### config.mk
export PLATFORM = sky130hd
export DESIGN_NAME = dhcp_packet_parser_core_flat
export DESIGN_NICKNAME = d
export VERILOG_FILES = /design/src/sv/dpp_pkg.sv /design/src/sv/dpp_stream_if.sv /design/src/sv/dpp_front.sv /design/src/sv/dpp_queue.sv /design/src/sv/dpp_back.sv /design/src/sv/dhcp_packet_parser_core.sv /design/src/flat_wrapper.sv
export SDC_FILE = /design/constraint.sdc
export NUM_CORES = 1
export LEC_CHECK = 0
export BUFFER_PORTS_ARGS = -buffer_cell sky130_fd_sc_hd__buf_4
export CAP_MARGIN = 10
export CORE_MARGIN = 1.5
export CORE_UTILIZATION = 35
export DETAILED_ROUTE_END_ITERATION = 6
export SLEW_MARGIN = 25
export SYNTH_ARGS = -nofsm -noshare
export SYNTH_HDL_FRONTEND = slang
export SYNTH_HIERARCHICAL = 1
export SYNTH_SLANG_ARGS = --single-unit
export TNS_END_PERCENT = 1
### constraint.sdc
create_clock -name clk_i -period 44.9 [get_ports clk_i]
set_input_delay 6.735 -clock clk_i [delete_from_list [all_inputs] [get_ports clk_i]]
set_output_delay 6.735 -clock clk_i [all_outputs]
set_load 0.1 [all_outputs]
### src/sv/dpp_pkg.sv
// Shared types and constants of the DHCP/BOOTP packet parser.
// Used by the front parser, the transaction queue and the result expander.
package dpp_pkg;

  localparam logic [31:0] MAGIC_COOKIE = 32'h6382_5363;
  localparam logic [7:0]  OPT_END      = 8'd255;
  localparam logic [7:0]  OPT_PAD      = 8'd0;
  localparam logic [7:0]  HTYPE_ETHER  = 8'd1;
  localparam logic [7:0]  HLEN_ETHER   = 8'd6;
  localparam logic [7:0]  OP_REPLY     = 8'd2;
  localparam logic [7:0]  OP_REQUEST   = 8'd1;
  localparam logic [7:0]  OPT_MSG_TYPE = 8'd53;

  localparam logic [1:0] KIND_HEADER = 2'd0;
  localparam logic [1:0] KIND_OPTION = 2'd1;
  localparam logic [1:0] KIND_STATUS = 2'd2;

  localparam logic [2:0] ST_OK        = 3'd0;
  localparam logic [2:0] ST_SHORT     = 3'd1;
  localparam logic [2:0] ST_BAD_OP    = 3'd2;
  localparam logic [2:0] ST_BAD_HTYPE = 3'd3;
  localparam logic [2:0] ST_BAD_HLEN  = 3'd4;
  localparam logic [2:0] ST_NO_TYPE   = 3'd5;

  localparam logic [3:0] HF_OP     = 4'd0;
  localparam logic [3:0] HF_XID    = 4'd1;
  localparam logic [3:0] HF_SECS   = 4'd2;
  localparam logic [3:0] HF_FLAGS  = 4'd3;
  localparam logic [3:0] HF_CIADDR = 4'd4;
  localparam logic [3:0] HF_YIADDR = 4'd5;
  localparam logic [3:0] HF_SIADDR = 4'd6;
  localparam logic [3:0] HF_GIADDR = 4'd7;
  localparam logic [3:0] HF_CHADDR = 4'd8;
  localparam logic [3:0] HF_COUNT  = 4'd9;

  typedef struct packed {
    logic [7:0]       op;
    logic [31:0]      xid;
    logic [15:0]      secs;
    logic [15:0]      flags;
    logic [3:0][31:0] ip;
    logic [47:0]      chaddr;
  } hdr_t;

  typedef struct packed {
    logic       hdr_en;
    logic       opt_en;
    logic       end_en;
    hdr_t       hdr;
    logic [7:0] code;
    logic [7:0] idx;
    logic [7:0] data;
    logic [2:0] status;
    logic [7:0] end_value;
  } qent_t;

endpackage

### src/sv/dpp_stream_if.sv
// Handshake channels of the packet parser: raw bytes in, results out.
// Depends on nothing.
interface dpp_byte_if;
  logic       valid;
  logic       ready;
  logic [7:0] data_byte;
  logic       last_byte;
  modport source (output valid, data_byte, last_byte, input ready);
  modport sink   (input valid, data_byte, last_byte, output ready);
endinterface

interface dpp_result_if;
  logic        valid;
  logic        ready;
  logic [1:0]  kind;
  logic [7:0]  tag;
  logic [7:0]  byte_index;
  logic [47:0] value;
  logic [2:0]  status;
  logic        last_result;
  modport source (output valid, kind, tag, byte_index, value, status, last_result,
                  input ready);
  modport sink   (input valid, kind, tag, byte_index, value, status, last_result,
                  output ready);
endinterface

### src/sv/dpp_front.sv
// Front parser: accepts packet bytes, tracks header, cookie and option walk.
// Pushes one transaction per byte that causes results. Uses dpp_pkg, dpp_byte_if.
module dpp_front (
  input  logic           clk_i,
  input  logic           rst_ni,
  dpp_byte_if.sink       in_i,
  input  logic           full_i,
  output logic           push_o,
  output dpp_pkg::qent_t ent_o
);
  import dpp_pkg::*;

  localparam logic [2:0] PH_HEADER = 3'd0;
  localparam logic [2:0] PH_COOKIE = 3'd1;
  localparam logic [2:0] PH_CODE   = 3'd2;
  localparam logic [2:0] PH_LEN    = 3'd3;
  localparam logic [2:0] PH_DATA   = 3'd4;
  localparam logic [2:0] PH_IDLE   = 3'd5;

  localparam logic [7:0] POS_HDR_LAST    = 8'd235;
  localparam logic [7:0] POS_COOKIE_LAST = 8'd239;
  localparam logic [7:0] POS_SAT         = 8'd240;

  logic [7:0]  pos_q, pos_d;
  logic [2:0]  phase_q, phase_d;
  logic [2:0]  err_q, err_d;
  hdr_t        hdr_q, hdr_d;
  logic [31:0] cookie_q, cookie_d;
  logic [7:0]  code_q, code_d;
  logic [7:0]  rem_q, rem_d;
  logic [7:0]  pidx_q, pidx_d;
  logic        seen_q, seen_d;
  logic [7:0]  mtype_q, mtype_d;
  logic [7:0]  ipoff;
  logic [7:0]  b;
  logic        accept;
  qent_t       ent;

  assign in_i.ready = ~full_i;
  assign accept     = in_i.valid & ~full_i;
  assign b          = in_i.data_byte;
  assign ipoff      = pos_q - 8'd12;

  always_comb begin
    pos_d    = (pos_q < POS_SAT) ? pos_q + 8'd1 : pos_q;
    phase_d  = phase_q;
    err_d    = err_q;
    hdr_d    = hdr_q;
    cookie_d = cookie_q;
    code_d   = code_q;
    rem_d    = rem_q;
    pidx_d   = pidx_q;
    seen_d   = seen_q;
    mtype_d  = mtype_q;
    ent      = '0;
    ent.hdr  = hdr_q;
    case (phase_q)
      PH_HEADER: begin
        if (pos_q == 8'd0) begin
          hdr_d.op = b;
          if (b != OP_REQUEST && b != OP_REPLY && err_q == ST_OK) begin
            err_d = ST_BAD_OP;
          end
        end else if (pos_q == 8'd1) begin
          if (b != HTYPE_ETHER && err_q == ST_OK) err_d = ST_BAD_HTYPE;
        end else if (pos_q == 8'd2) begin
          if (b != HLEN_ETHER && err_q == ST_OK) err_d = ST_BAD_HLEN;
        end else if (pos_q >= 8'd4 && pos_q <= 8'd7) begin
          hdr_d.xid = {hdr_q.xid[23:0], b};
        end else if (pos_q >= 8'd8 && pos_q <= 8'd9) begin
          hdr_d.secs = {hdr_q.secs[7:0], b};
        end else if (pos_q >= 8'd10 && pos_q <= 8'd11) begin
          hdr_d.flags = {hdr_q.flags[7:0], b};
        end else if (pos_q >= 8'd12 && pos_q <= 8'd27) begin
          hdr_d.ip[ipoff[3:2]] = {hdr_q.ip[ipoff[3:2]][23:0], b};
        end else if (pos_q >= 8'd28 && pos_q <= 8'd33) begin
          hdr_d.chaddr = {hdr_q.chaddr[39:0], b};
        end
        if (pos_q == POS_HDR_LAST) begin
          if (err_q != ST_OK) begin
            phase_d = PH_IDLE;
          end else begin
            ent.hdr_en = 1'b1;
            phase_d    = PH_COOKIE;
          end
        end
      end
      PH_COOKIE: begin
        cookie_d = {cookie_q[23:0], b};
        if (pos_q >= POS_COOKIE_LAST) begin
          phase_d = (cookie_d == MAGIC_COOKIE) ? PH_CODE : PH_IDLE;
        end
      end
      PH_CODE: begin
        if (b == OPT_END) begin
          phase_d = PH_IDLE;
        end else if (b != OPT_PAD) begin
          code_d  = b;
          phase_d = PH_LEN;
        end
      end
      PH_LEN: begin
        rem_d   = b;
        pidx_d  = 8'd0;
        phase_d = (b == 8'd0) ? PH_CODE : PH_DATA;
      end
      PH_DATA: begin
        ent.opt_en = 1'b1;
        ent.code   = code_q;
        ent.idx    = pidx_q;
        ent.data   = b;
        if (code_q == OPT_MSG_TYPE && !seen_q && pidx_q == 8'd0) mtype_d = b;
        pidx_d = pidx_q + 8'd1;
        rem_d  = rem_q - 8'd1;
        if (rem_d == 8'd0) begin
          if (code_q == OPT_MSG_TYPE) seen_d = 1'b1;
          phase_d = PH_CODE;
        end
      end
      default: ;
    endcase

    if (in_i.last_byte) begin
      ent.end_en = 1'b1;
      if (pos_q < POS_HDR_LAST) begin
        ent.status = ST_SHORT;
      end else if (err_d != ST_OK) begin
        ent.status = err_d;
      end else if (seen_d) begin
        ent.status    = ST_OK;
        ent.end_value = mtype_d;
      end else begin
        ent.status = ST_NO_TYPE;
      end
      pos_d   = 8'd0;
      phase_d = PH_HEADER;
      err_d   = ST_OK;
      seen_d  = 1'b0;
      mtype_d = 8'd0;
    end
  end

  assign push_o = accept & (ent.hdr_en | ent.opt_en | ent.end_en);
  assign ent_o  = ent;

  always_ff @(posedge clk_i or negedge rst_ni) begin
    if (!rst_ni) begin
      pos_q   <= '0;
      phase_q <= PH_HEADER;
      err_q   <= ST_OK;
      seen_q  <= 1'b0;
      mtype_q <= '0;
    end else if (accept) begin
      pos_q   <= pos_d;
      phase_q <= phase_d;
      err_q   <= err_d;
      seen_q  <= seen_d;
      mtype_q <= mtype_d;
    end
  end

  always_ff @(posedge clk_i) begin
    if (accept) begin
      hdr_q    <= hdr_d;
      cookie_q <= cookie_d;
      code_q   <= code_d;
      rem_q    <= rem_d;
      pidx_q   <= pidx_d;
    end
  end

endmodule

### src/sv/dpp_queue.sv
// Short transaction queue between the front parser and the result expander.
// Uses dpp_pkg for the entry type.
module dpp_queue #(
  parameter int DEPTH = 4
) (
  input  logic           clk_i,
  input  logic           rst_ni,
  input  logic           push_i,
  input  dpp_pkg::qent_t ent_i,
  output logic           full_o,
  input  logic           pop_i,
  output logic           empty_o,
  output dpp_pkg::qent_t head_o
);
  import dpp_pkg::*;

  localparam int PW = (DEPTH > 1) ? $clog2(DEPTH) : 1;
  localparam int CW = $clog2(DEPTH + 1);

  qent_t          mem_q [DEPTH];
  logic [PW-1:0]  wr_q, rd_q;
  logic [CW-1:0]  cnt_q;
  logic           do_push, do_pop;

  assign full_o  = (cnt_q == CW'(DEPTH));
  assign empty_o = (cnt_q == '0);
  assign head_o  = mem_q[rd_q];
  assign do_push = push_i & ~full_o;
  assign do_pop  = pop_i & ~empty_o;

  always_ff @(posedge clk_i or negedge rst_ni) begin
    if (!rst_ni) begin
      wr_q  <= '0;
      rd_q  <= '0;
      cnt_q <= '0;
    end else begin
      if (do_push) wr_q <= (wr_q == PW'(DEPTH - 1)) ? '0 : wr_q + PW'(1);
      if (do_pop)  rd_q <= (rd_q == PW'(DEPTH - 1)) ? '0 : rd_q + PW'(1);
      if (do_push && !do_pop)      cnt_q <= cnt_q + CW'(1);
      else if (do_pop && !do_push) cnt_q <= cnt_q - CW'(1);
    end
  end

  always_ff @(posedge clk_i) begin
    if (do_push) mem_q[wr_q] <= ent_i;
  end

  a_no_push_full: assert property (@(posedge clk_i) disable iff (!rst_ni)
    !(push_i && full_o))
    else $error("transaction pushed into full queue");
  a_no_pop_empty: assert property (@(posedge clk_i) disable iff (!rst_ni)
    !(pop_i && empty_o))
    else $error("transaction popped from empty queue");
  a_cnt_track: assert property (@(posedge clk_i) disable iff (!rst_ni)
    (do_push && !do_pop) |=> (cnt_q == $past(cnt_q) + CW'(1)))
    else $error("queue count lost a transaction");

endmodule

### src/sv/dpp_back.sv
// Result expander: turns queued transactions into result items.
// A header transaction yields nine field results. Uses dpp_pkg, dpp_result_if.
module dpp_back (
  input  logic           clk_i,
  input  logic           rst_ni,
  input  logic           empty_i,
  input  dpp_pkg::qent_t head_i,
  output logic           pop_o,
  dpp_result_if.source   out_o
);
  import dpp_pkg::*;

  qent_t       cur_q;
  logic        cur_vld_q;
  logic [3:0]  step_q;
  logic [3:0]  total;
  logic        is_last;
  logic        load_out;
  logic        out_vld_q;
  logic [1:0]  kind_d, kind_q;
  logic [7:0]  tag_d, tag_q;
  logic [7:0]  idx_d, idx_q;
  logic [47:0] val_d, val_q;
  logic [2:0]  st_d, st_q;
  logic        lastr_q;

  assign total    = (cur_q.hdr_en ? HF_COUNT : 4'd0) + {3'd0, cur_q.opt_en}
                    + {3'd0, cur_q.end_en};
  assign is_last  = (step_q == total - 4'd1);
  assign load_out = cur_vld_q & (~out_vld_q | out_o.ready);
  assign pop_o    = ~empty_i & (~cur_vld_q | (load_out & is_last));

  always_comb begin
    kind_d = KIND_STATUS;
    tag_d  = '0;
    idx_d  = '0;
    val_d  = '0;
    st_d   = ST_OK;
    if (cur_q.hdr_en && step_q < HF_COUNT) begin
      kind_d = KIND_HEADER;
      tag_d  = {4'd0, step_q};
      case (step_q)
        HF_OP:     val_d = {40'd0, cur_q.hdr.op};
        HF_XID:    val_d = {16'd0, cur_q.hdr.xid};
        HF_SECS:   val_d = {32'd0, cur_q.hdr.secs};
        HF_FLAGS:  val_d = {32'd0, cur_q.hdr.flags};
        HF_CIADDR: val_d = {16'd0, cur_q.hdr.ip[0]};
        HF_YIADDR: val_d = {16'd0, cur_q.hdr.ip[1]};
        HF_SIADDR: val_d = {16'd0, cur_q.hdr.ip[2]};
        HF_GIADDR: val_d = {16'd0, cur_q.hdr.ip[3]};
        HF_CHADDR: val_d = cur_q.hdr.chaddr;
        default:   val_d = '0;
      endcase
    end else if (cur_q.opt_en && step_q == 4'd0) begin
      kind_d = KIND_OPTION;
      tag_d  = cur_q.code;
      idx_d  = cur_q.idx;
      val_d  = {40'd0, cur_q.data};
    end else begin
      val_d = {40'd0, cur_q.end_value};
      st_d  = cur_q.status;
    end
  end

  always_ff @(posedge clk_i or negedge rst_ni) begin
    if (!rst_ni) begin
      cur_vld_q <= 1'b0;
      step_q    <= '0;
      out_vld_q <= 1'b0;
    end else begin
      if (pop_o) begin
        cur_vld_q <= 1'b1;
        step_q    <= '0;
      end else if (load_out && is_last) begin
        cur_vld_q <= 1'b0;
      end else if (load_out) begin
        step_q <= step_q + 4'd1;
      end
      if (load_out)          out_vld_q <= 1'b1;
      else if (out_o.ready)  out_vld_q <= 1'b0;
    end
  end

  always_ff @(posedge clk_i) begin
    if (pop_o) cur_q <= head_i;
    if (load_out) begin
      kind_q  <= kind_d;
      tag_q   <= tag_d;
      idx_q   <= idx_d;
      val_q   <= val_d;
      st_q    <= st_d;
      lastr_q <= is_last;
    end
  end

  assign out_o.valid       = out_vld_q;
  assign out_o.kind        = kind_q;
  assign out_o.tag         = tag_q;
  assign out_o.byte_index  = idx_q;
  assign out_o.value       = val_q;
  assign out_o.status      = st_q;
  assign out_o.last_result = lastr_q;

  a_step_bound: assert property (@(posedge clk_i) disable iff (!rst_ni)
    cur_vld_q |-> (step_q < total))
    else $error("expander step beyond transaction length");
  a_pop_on_free: assert property (@(posedge clk_i) disable iff (!rst_ni)
    (pop_o && cur_vld_q) |-> (load_out && is_last))
    else $error("transaction overwritten before fully expanded");
  a_nonempty_ent: assert property (@(posedge clk_i) disable iff (!rst_ni)
    cur_vld_q |-> (cur_q.hdr_en || cur_q.opt_en || cur_q.end_en))
    else $error("empty transaction reached the expander");

endmodule

### src/sv/dhcp_packet_parser_core.sv
// DHCP/BOOTP packet parser, top level. One packet byte per transaction in.
// Results pass the queue, the expander's transaction and output registers.
// One byte per cycle while the queue has room; a header-complete byte gives 9 or
// 10 results, one per ready cycle, absorbed by a DEPTH-entry queue.
// Reset: rst_ni asynchronously clears parse state, queue and output valid.
module dhcp_packet_parser_core #(
  parameter int DEPTH = 4
) (
  input  logic         clk_i,
  input  logic         rst_ni,
  dpp_byte_if.sink     in_i,
  dpp_result_if.source out_o
);
  import dpp_pkg::*;

  logic  push, full, pop, empty;
  qent_t ent, head;

  dpp_front u_front (
    .clk_i  (clk_i),
    .rst_ni (rst_ni),
    .in_i   (in_i),
    .full_i (full),
    .push_o (push),
    .ent_o  (ent)
  );

  dpp_queue #(
    .DEPTH (DEPTH)
  ) u_queue (
    .clk_i   (clk_i),
    .rst_ni  (rst_ni),
    .push_i  (push),
    .ent_i   (ent),
    .full_o  (full),
    .pop_i   (pop),
    .empty_o (empty),
    .head_o  (head)
  );

  dpp_back u_back (
    .clk_i   (clk_i),
    .rst_ni  (rst_ni),
    .empty_i (empty),
    .head_i  (head),
    .pop_o   (pop),
    .out_o   (out_o)
  );

endmodule

### src/flat_wrapper.sv
// flat-port wrapper written by rule: the top's interface ports become plain ports
module dhcp_packet_parser_core_flat import dpp_pkg::*;
#(
  parameter int DEPTH = 4
)
  (clk_i, rst_ni, in_i_valid, in_i_data_byte, in_i_last_byte, in_i_ready, out_o_valid, out_o_kind, out_o_tag, out_o_byte_index, out_o_value, out_o_status, out_o_last_result, out_o_ready);
  dpp_byte_if in_i_i ();
  dpp_result_if out_o_i ();
  input  logic clk_i;
  input  logic rst_ni;
  input wire logic [$bits(in_i_i.valid)-1:0] in_i_valid;
  input wire logic [$bits(in_i_i.data_byte)-1:0] in_i_data_byte;
  input wire logic [$bits(in_i_i.last_byte)-1:0] in_i_last_byte;
  output wire logic [$bits(in_i_i.ready)-1:0] in_i_ready;
  output wire logic [$bits(out_o_i.valid)-1:0] out_o_valid;
  output wire logic [$bits(out_o_i.kind)-1:0] out_o_kind;
  output wire logic [$bits(out_o_i.tag)-1:0] out_o_tag;
  output wire logic [$bits(out_o_i.byte_index)-1:0] out_o_byte_index;
  output wire logic [$bits(out_o_i.value)-1:0] out_o_value;
  output wire logic [$bits(out_o_i.status)-1:0] out_o_status;
  output wire logic [$bits(out_o_i.last_result)-1:0] out_o_last_result;
  input wire logic [$bits(out_o_i.ready)-1:0] out_o_ready;
  assign in_i_i.valid = in_i_valid;
  assign in_i_i.data_byte = in_i_data_byte;
  assign in_i_i.last_byte = in_i_last_byte;
  assign in_i_ready = in_i_i.ready;
  assign out_o_valid = out_o_i.valid;
  assign out_o_kind = out_o_i.kind;
  assign out_o_tag = out_o_i.tag;
  assign out_o_byte_index = out_o_i.byte_index;
  assign out_o_value = out_o_i.value;
  assign out_o_status = out_o_i.status;
  assign out_o_last_result = out_o_i.last_result;
  assign out_o_i.ready = out_o_ready;
  dhcp_packet_parser_core #(.DEPTH(DEPTH)) u_core (.clk_i(clk_i), .rst_ni(rst_ni), .in_i(in_i_i), .out_o(out_o_i));
endmodule
# ---- After elaboration in Yosys (flattened, before gate mapping)
# Memory sizes are Yosys's and may differ from the RTL's. A register that Yosys moved wholly into a read port is not among the register bits.
# Index checks and enable logic that the tools add are counted.
dict set report totals {
  regBits 402
  mem_bits_rw 1144
  in_bits 13
  elab_cells 233
  memories 1
}
dict set report op_classes {
  n_addsub 12
  order_cmp 16
  eq_ne 30
  n_mux 67
  bitwise 24
  reduce_logical 52
}
# name words width read_ports rd_ports_with_merged_regs write_ports line
set memory_table {}
lappend memory_table {u_core.u_queue.mem_q 4 286 1 1 1 dpp_queue.sv:20} ;# qent_t mem_q [DEPTH];
# cell n
set op_table {}
lappend op_table {{$pmux 48 s9} 1}
lappend op_table {{$bwmux 128} 1}
lappend op_table {{$mux 8} 9}
lappend op_table {{$mux 3} 22}
lappend op_table {{$bmux 32 s2} 1}
lappend op_table {{$demux 32 s2} 1}
lappend op_table {{$mux 24} 2}
lappend op_table {{$mux 48} 1}
lappend op_table {{$eq 32x31->1 const B} 1}
lappend op_table {{$logic_not 8->1} 4}
lappend op_table {{$mux 32} 1}
lappend op_table {{$pmux 8 s2} 2}
lappend op_table {{$ge 8x4->1 const B} 3}
lappend op_table {{$mux 4} 6}
lappend op_table {{$logic_and 1x1->1} 17}
lappend op_table {{$add 8x1->8 const B} 2}
lappend op_table {{$eq 4x3->1 const B} 4}
lappend op_table {{$eq 8x8->1 const B} 2}
lappend op_table {{$le 8x4->1 const B} 2}
lappend op_table {{$lt 8x8->1 const B} 2}
lappend op_table {{$mux 1} 15}
lappend op_table {{$pmux 3 s5} 1}
lappend op_table {{$not 1->1} 13}
lappend op_table {{$reduce_and 6->1} 2}
lappend op_table {{other kinds (53)} 86}

# ---- Depth between registers and ports, before layout
dict set report logic_depth {
  ltp_word 12
  mapped_depth 19
}

# ---- Modules after synthesis
# The synthesis kept the hierarchy.
# mod instances cells_per_inst area_per_inst_um2 seq_area_each_um2
set by_module_without_submodules {}
lappend by_module_without_submodules {dpp_queue 1 1531 41702.5 34528.1}
lappend by_module_without_submodules {dpp_back 1 715 13200.2 10840.4}
lappend by_module_without_submodules {dpp_front 1 698 12206.7 9464.1}

# ---- Least setup slack after synthesis
# No wires, ideal clock.
dict set report synth_path {
  kind {input-to-reg}
  startpoint {input out_o_ready}
  endpoint {register u_core.u_queue.cnt_q[1]}
  setup_ps 125
  t_arrival_ps 22244
  slack_ps 22531
  cell_stages 8
  path_buffers 0
  path_cell_list {nand2b_1 > a21boi_1 > nor2_1 > o31ai_1 > ha_1 > inv_1 > fa_1 > mux2_2}
}
dict set report synth_via {
  elab_chain_len 9
  elab_cells_between_ends 11
}
# item line
set synth_lines {}
lappend synth_lines {{start, declared} flat_wrapper.sv:22} ;# input wire logic [$bits(out_o_i.ready)-1:0] out_o_ready;
lappend synth_lines {{$or 1x1->1 (*)} dpp_back.sv:30} ;# assign load_out = cur_vld_q & (~out_vld_q | out_o.ready);
lappend synth_lines {{$and 1x1->1 (*)} dpp_back.sv:30}
lappend synth_lines {{$and 1x1->1 (*)} dpp_back.sv:31} ;# assign pop_o = ~empty_i & (~cur_vld_q | (load_out & is_last));
lappend synth_lines {{$or 1x1->1 (*)} dpp_back.sv:31}
lappend synth_lines {{$and 1x1->1 (*)} dpp_back.sv:31}
lappend synth_lines {{named net u_core.pop} dhcp_packet_parser_core.sv:16} ;# logic push, full, pop, empty;
lappend synth_lines {{$and 1x1->1 (*)} dpp_queue.sv:29} ;# assign do_pop = pop_i & ~empty_o;
lappend synth_lines {{$logic_not 1->1} dpp_queue.sv:39} ;# if (do_push && !do_pop) cnt_q <= cnt_q + CW'(1);
lappend synth_lines {{$logic_and 1x1->1} dpp_queue.sv:39}
lappend synth_lines {{$mux 3 / $reduce_bool 2->1 (equally long branches)} n/a}
lappend synth_lines {{end signal, assigned} dpp_queue.sv:39}
lappend synth_lines {{end signal, assigned} dpp_queue.sv:40} ;# else if (do_pop && !do_push) cnt_q <= cnt_q - CW'(1);
lappend synth_lines {{end, declared} dpp_queue.sv:22} ;# logic [CW-1:0] cnt_q;
# The timed path passes the listed nets; every way through them passes the cells marked *.
# A chain may end at the register's enable or synchronous reset.

# ---- Worst setup path after layout
dict set report layout_path {
  startpoint {input in_i_last_byte}
  endpoint {memory u_core/u_queue/mem_q[3][126] (netlist bit), enable pin}
}
dict set report layout_via {
  elab_chain_len 6
}
# item line
set layout_lines {}
lappend layout_lines {{start, declared} flat_wrapper.sv:13} ;# input wire logic [$bits(in_i_i.last_byte)-1:0] in_i_last_byte;
lappend layout_lines {{$mux 1} dpp_front.sv:123} ;# if (in_i.last_byte) begin
lappend layout_lines {{$or 1x1->1} dpp_front.sv:143} ;# assign push_o = accept & (ent.hdr_en | ent.opt_en | ent.end_en);
lappend layout_lines {{$and 1x1->1} dpp_front.sv:143}
lappend layout_lines {{named net u_core.push} dhcp_packet_parser_core.sv:16}
lappend layout_lines {{$and 1x1->1} dpp_queue.sv:28} ;# assign do_push = push_i & ~full_o;
lappend layout_lines {{$mux 1} dpp_queue.sv:45} ;# if (do_push) mem_q[wr_q] <= ent_i;
lappend layout_lines {{$mux 1 (not written as such)} dpp_queue.sv:45}
lappend layout_lines {{end, declared} dpp_queue.sv:20}
# The timed path passes the listed nets, and every way through them passes these cells.

==> flow_summary.toml <==
[synth]
yosys_warnings = 6
synthTopCellsByArea = "edfxtp_1 (80%), mux4_2 (10%), dfrtp_1 (1.3%)"
yosysTopAreaCell = "edfxtp_1"
syn-cell-area_sq_um = 67100
synth_edf_count = 1796
ys_seq_area_share_pct = 81.7
synthCells = 2944
syn_nets = 2986
ys.flop_type = "edfxtp_1"
synthArstFlopShare_pct = 1.97
synth_cell_type_count = 86
synth_seq_cells = 1832
syn_avg_cell_area_sq_um = 22.8
synth_top_area_share_pct = 80.4

[placed_design]
placed_cells = 5460
port_buffers = 84
hpwl_um = 80800
gp_congestion = 0.754

[clock_network]
cts_setup_buffers = 0
cts.sinks = 1832
post_cts_resized = 0
clk_latency_ns = 0.80
htreeDepth = 4
cts_hold_buf = 0
clkTransAtPathRegs_ns = 0.06
cts_max_path_buffers = 3
numCtsBuffers = 173
cts_tree = "done"
cts_root_buffer = "clkbuf_16"

[setup_path]
start_kind = "primary input"
crit_chain = "buf_4, nor3_1, nor2_1, nor2b_1, and2_4, buf_4, buf_4, buf_4"
cp_max_fo = 59
crit_slowest_cell = "buf_4"
critPathKind = "primary input to register"
worst_ep_required_time_ns = 45.31
cp-end-kind = "register"
path_common_cell = "buf_4"
worstPathArrival_ns = 10.95
slowest_delay_ns = 0.82

[timing]
finalHoldViolCount = 0
finalMaxSlewViolations = 0
period_minus_slack_ns = 10.54
finalCritPeriodShare_pct = 23.5
finalSetupViolations = 0
fmax_mhz = 94.9
tns_ns = 0
rsz0062_at_grt = "no"
maxSlewHeadroom_pct = 30.9
tightest_slew_ns = 1.04
final.setup_skew_ns = 0.0309

[final_layout]
seqCellArea_sq_um = 54800
mostFrequentLayoutCells = "edfxtp_1 (1796), mux4_2 (310), clkbuf_16 (176)"
fill_cells = 16600
layout_commonest_cell = "edfxtp_1"
final_layout_size_suffix_gt1_share_pct = 22.8
final_cells = 5771
multi_input_area_sq_um = 11400
fin_nets = 3166
area_delta_synth_final_pct = 13.4

[die]
start_util_pct = 35.2
ios = 85
rows = 160
die_h_um = 441
dieArea_sq_um = 194000
fp.coreArea_sq_um = 190000
die_w_um = 441

[drt]
viasPerCell = 5.19
drt_wl_total_um = 146000
ant_nets = 0
drtPass1Iterations = 6
wl_per_cell_um = 25.2
drc = 0
vias = 30000
drt_iter0_markers = 2812

[global_route]
antenna_found_initial = 12
grt_use_total_pct = 15.0
overflow = 0
grt_pass1_wl_um = 212000
grt_max_degree = 131
first_global_vias = 30100

[hold_path]
worstHoldPathType = "register to register"

[power_and_ir_drop]
power.density_nw_per_um2 = 61.8
pwr-share-seq_pct = 48.9
vdd_drop_max_uv = 51.3
p_sw_share_pct = 28.5
p_int_uw = 3360
switchingPower_uw = 1340
comb_power_share_pct = 21.1
p_clk_share_pct = 30.0
leakagePower_uw = 0.0235

[outcome]
run_status = "finished clean"

[flow_run]
drv_cap = 0
state kept, by name, indices dropped and copies added, names as in the netlist, 2 cells and up:
register / cells
u_core/u_front/pidx_q: 8
u_core/u_front/ent_o: 248
u_core/u_front/rem_q: 8
u_core/u_queue/rd_q: 2
u_core/u_front/mtype_q: 8
u_core/u_queue/cnt_q: 3
u_core/u_queue/mem_q: 1144
u_core/u_back/out_o.tag: 8
u_core/u_back/out_o.kind: 2
u_core/u_back/step_q: 4
u_core/u_front/pos_q: 8
u_core/u_back/out_o.value: 48
u_core/u_front/cookie_q: 24
u_core/u_front/phase_q: 3
u_core/u_back/out_o.byte_index: 8
u_core/u_back/cur_q: 286
u_core/u_front/err_q: 3
u_core/u_front/code_q: 8
u_core/u_queue/wr_q: 2
u_core/u_back/out_o.status: 3
path summary, 6_finish.rpt:
kind | to | start | slack (ns) | cells after the start
worst min register to register | u_core/u_front/cookie_q[17]$_DFFE_PP_ | u_core/u_front/cookie_q[9]$_DFFE_PP_ | 0.44 | 0
min in group asynchronous | u_core/u_front/phase_q[1]$_DFFE_PN0P_ | rst_ni | 5.92 | 1
worst min-delay path | u_core/u_front/cookie_q[17]$_DFFE_PP_ | u_core/u_front/cookie_q[9]$_DFFE_PP_ | 0.44 | 0
worst max register to register | u_core/u_queue/mem_q[3][126]$_DFFE_PP_ | u_core/u_front/pos_q[2]$_DFFE_PN0P_ | 38.05 | 12
max in group asynchronous | u_core/u_queue/rd_q[0]$_DFFE_PN0P_ | rst_ni | 38.55 | 1
worst max-delay path | u_core/u_queue/mem_q[3][126]$_DFFE_PP_ | in_i_last_byte | 34.36 | 8
through the flow:
| step | total power, uW | area (sq um) | util, % | hold slack, ns | setup WS [ns] |
|---|---|---|---|---|---|
| after floorplan | 3080 | 67100 | - | 0.417 | 22.53 |
| after global placement | 3330 | 70600 | 37.1 | 0.420 | 33.51 |
| after detailed placement | 3350 | 70600 | 37.1 | 0.426 | 33.46 |
| after CTS | 4760 | 76100 | 40.0 | 0.444 | 34.33 |
| after global routing | 4880 | 76100 | 40.0 | 0.463 | 34.09 |
| final | 4700 | 76100 | 40.0 | 0.440 | 34.36 |
worst max-delay path, delay by kind of cell:
family        cells  cell delay, ns
buf+inv           4            2.59
simple gates      4            1.40
Yosys cell counts (5+ instances only):
cell type / number
o221ai_1: 12
xnor2_1: 14
o21ai_0: 23
a41oi_1: 8
xor2_1: 8
nor2_1: 56
ha_1: 28
a22o_1: 11
dfrtp_1: 36
and3_1: 21
a221oi_1: 12
nand2b_1: 13
nor3_1: 12
edfxtp_1: 1796
buf_4: 6
nand4_1: 9
a222oi_1: 14
mux2_2: 7
nor4_1: 11
nor2b_1: 10
o211ai_1: 5
and2_1: 52
nand2_1: 77
a21oi_1: 41
a31oi_1: 14
clkbuf_1: 34
a22oi_1: 63
nand3_1: 28
mux4_2: 310
inv_1: 29
buf_6: 32
buf_2: 55
mux2i_1: 10
final cells by class:
class | count | share of cell area, %
Sequential cell | 1832 | 72.1
Multi-Input combinational cell | 947 | 15.0
Clock buffer | 216 | 5.99
Tap cell | 2511 | 4.13
Timing Repair Buffer | 139 | 1.49
Clock inverter | 93 | 1.14
Inverter | 31 | 0.153
Antenna cell | 2 | 0.00658
routing by layer:
layer	global-route usage (%)	wire length [um]	vias up	part of all wire, %
li1	-	-	12700	-
met2	23.5	69900	1058	48
met4	4.27	3160	6	2.2
met1	21.3	62700	16000	43
met3	2.90	9830	201	6.8
met5	0	34	-	0.023
power by group through the flow:
stage / Clock (uW) / Combinational (uW) / Sequential [uW]
2_1_floorplan: 0 / 651 / 2430
3_3_place_gp: 0 / 1010 / 2330
3_5_place_dp: 0 / 1010 / 2340
4_1_cts: 1440 / 1010 / 2300
5_1_grt: 1500 / 1060 / 2320
6_report: 1410 / 992 / 2300
cells by family after synthesis:
logic type / count (synthesis) / share of synthesized area, %
buf+inv: 165 / 1.45
flops: 1832 / 81.7
simple gates: 329 / 2.68
compound gates: 240 / 2.65
fa+ha+maj: 29 / 0.552
mux: 327 / 10.7
xor+xnor: 22 / 0.287
Power figures use the tool's default switching activity.
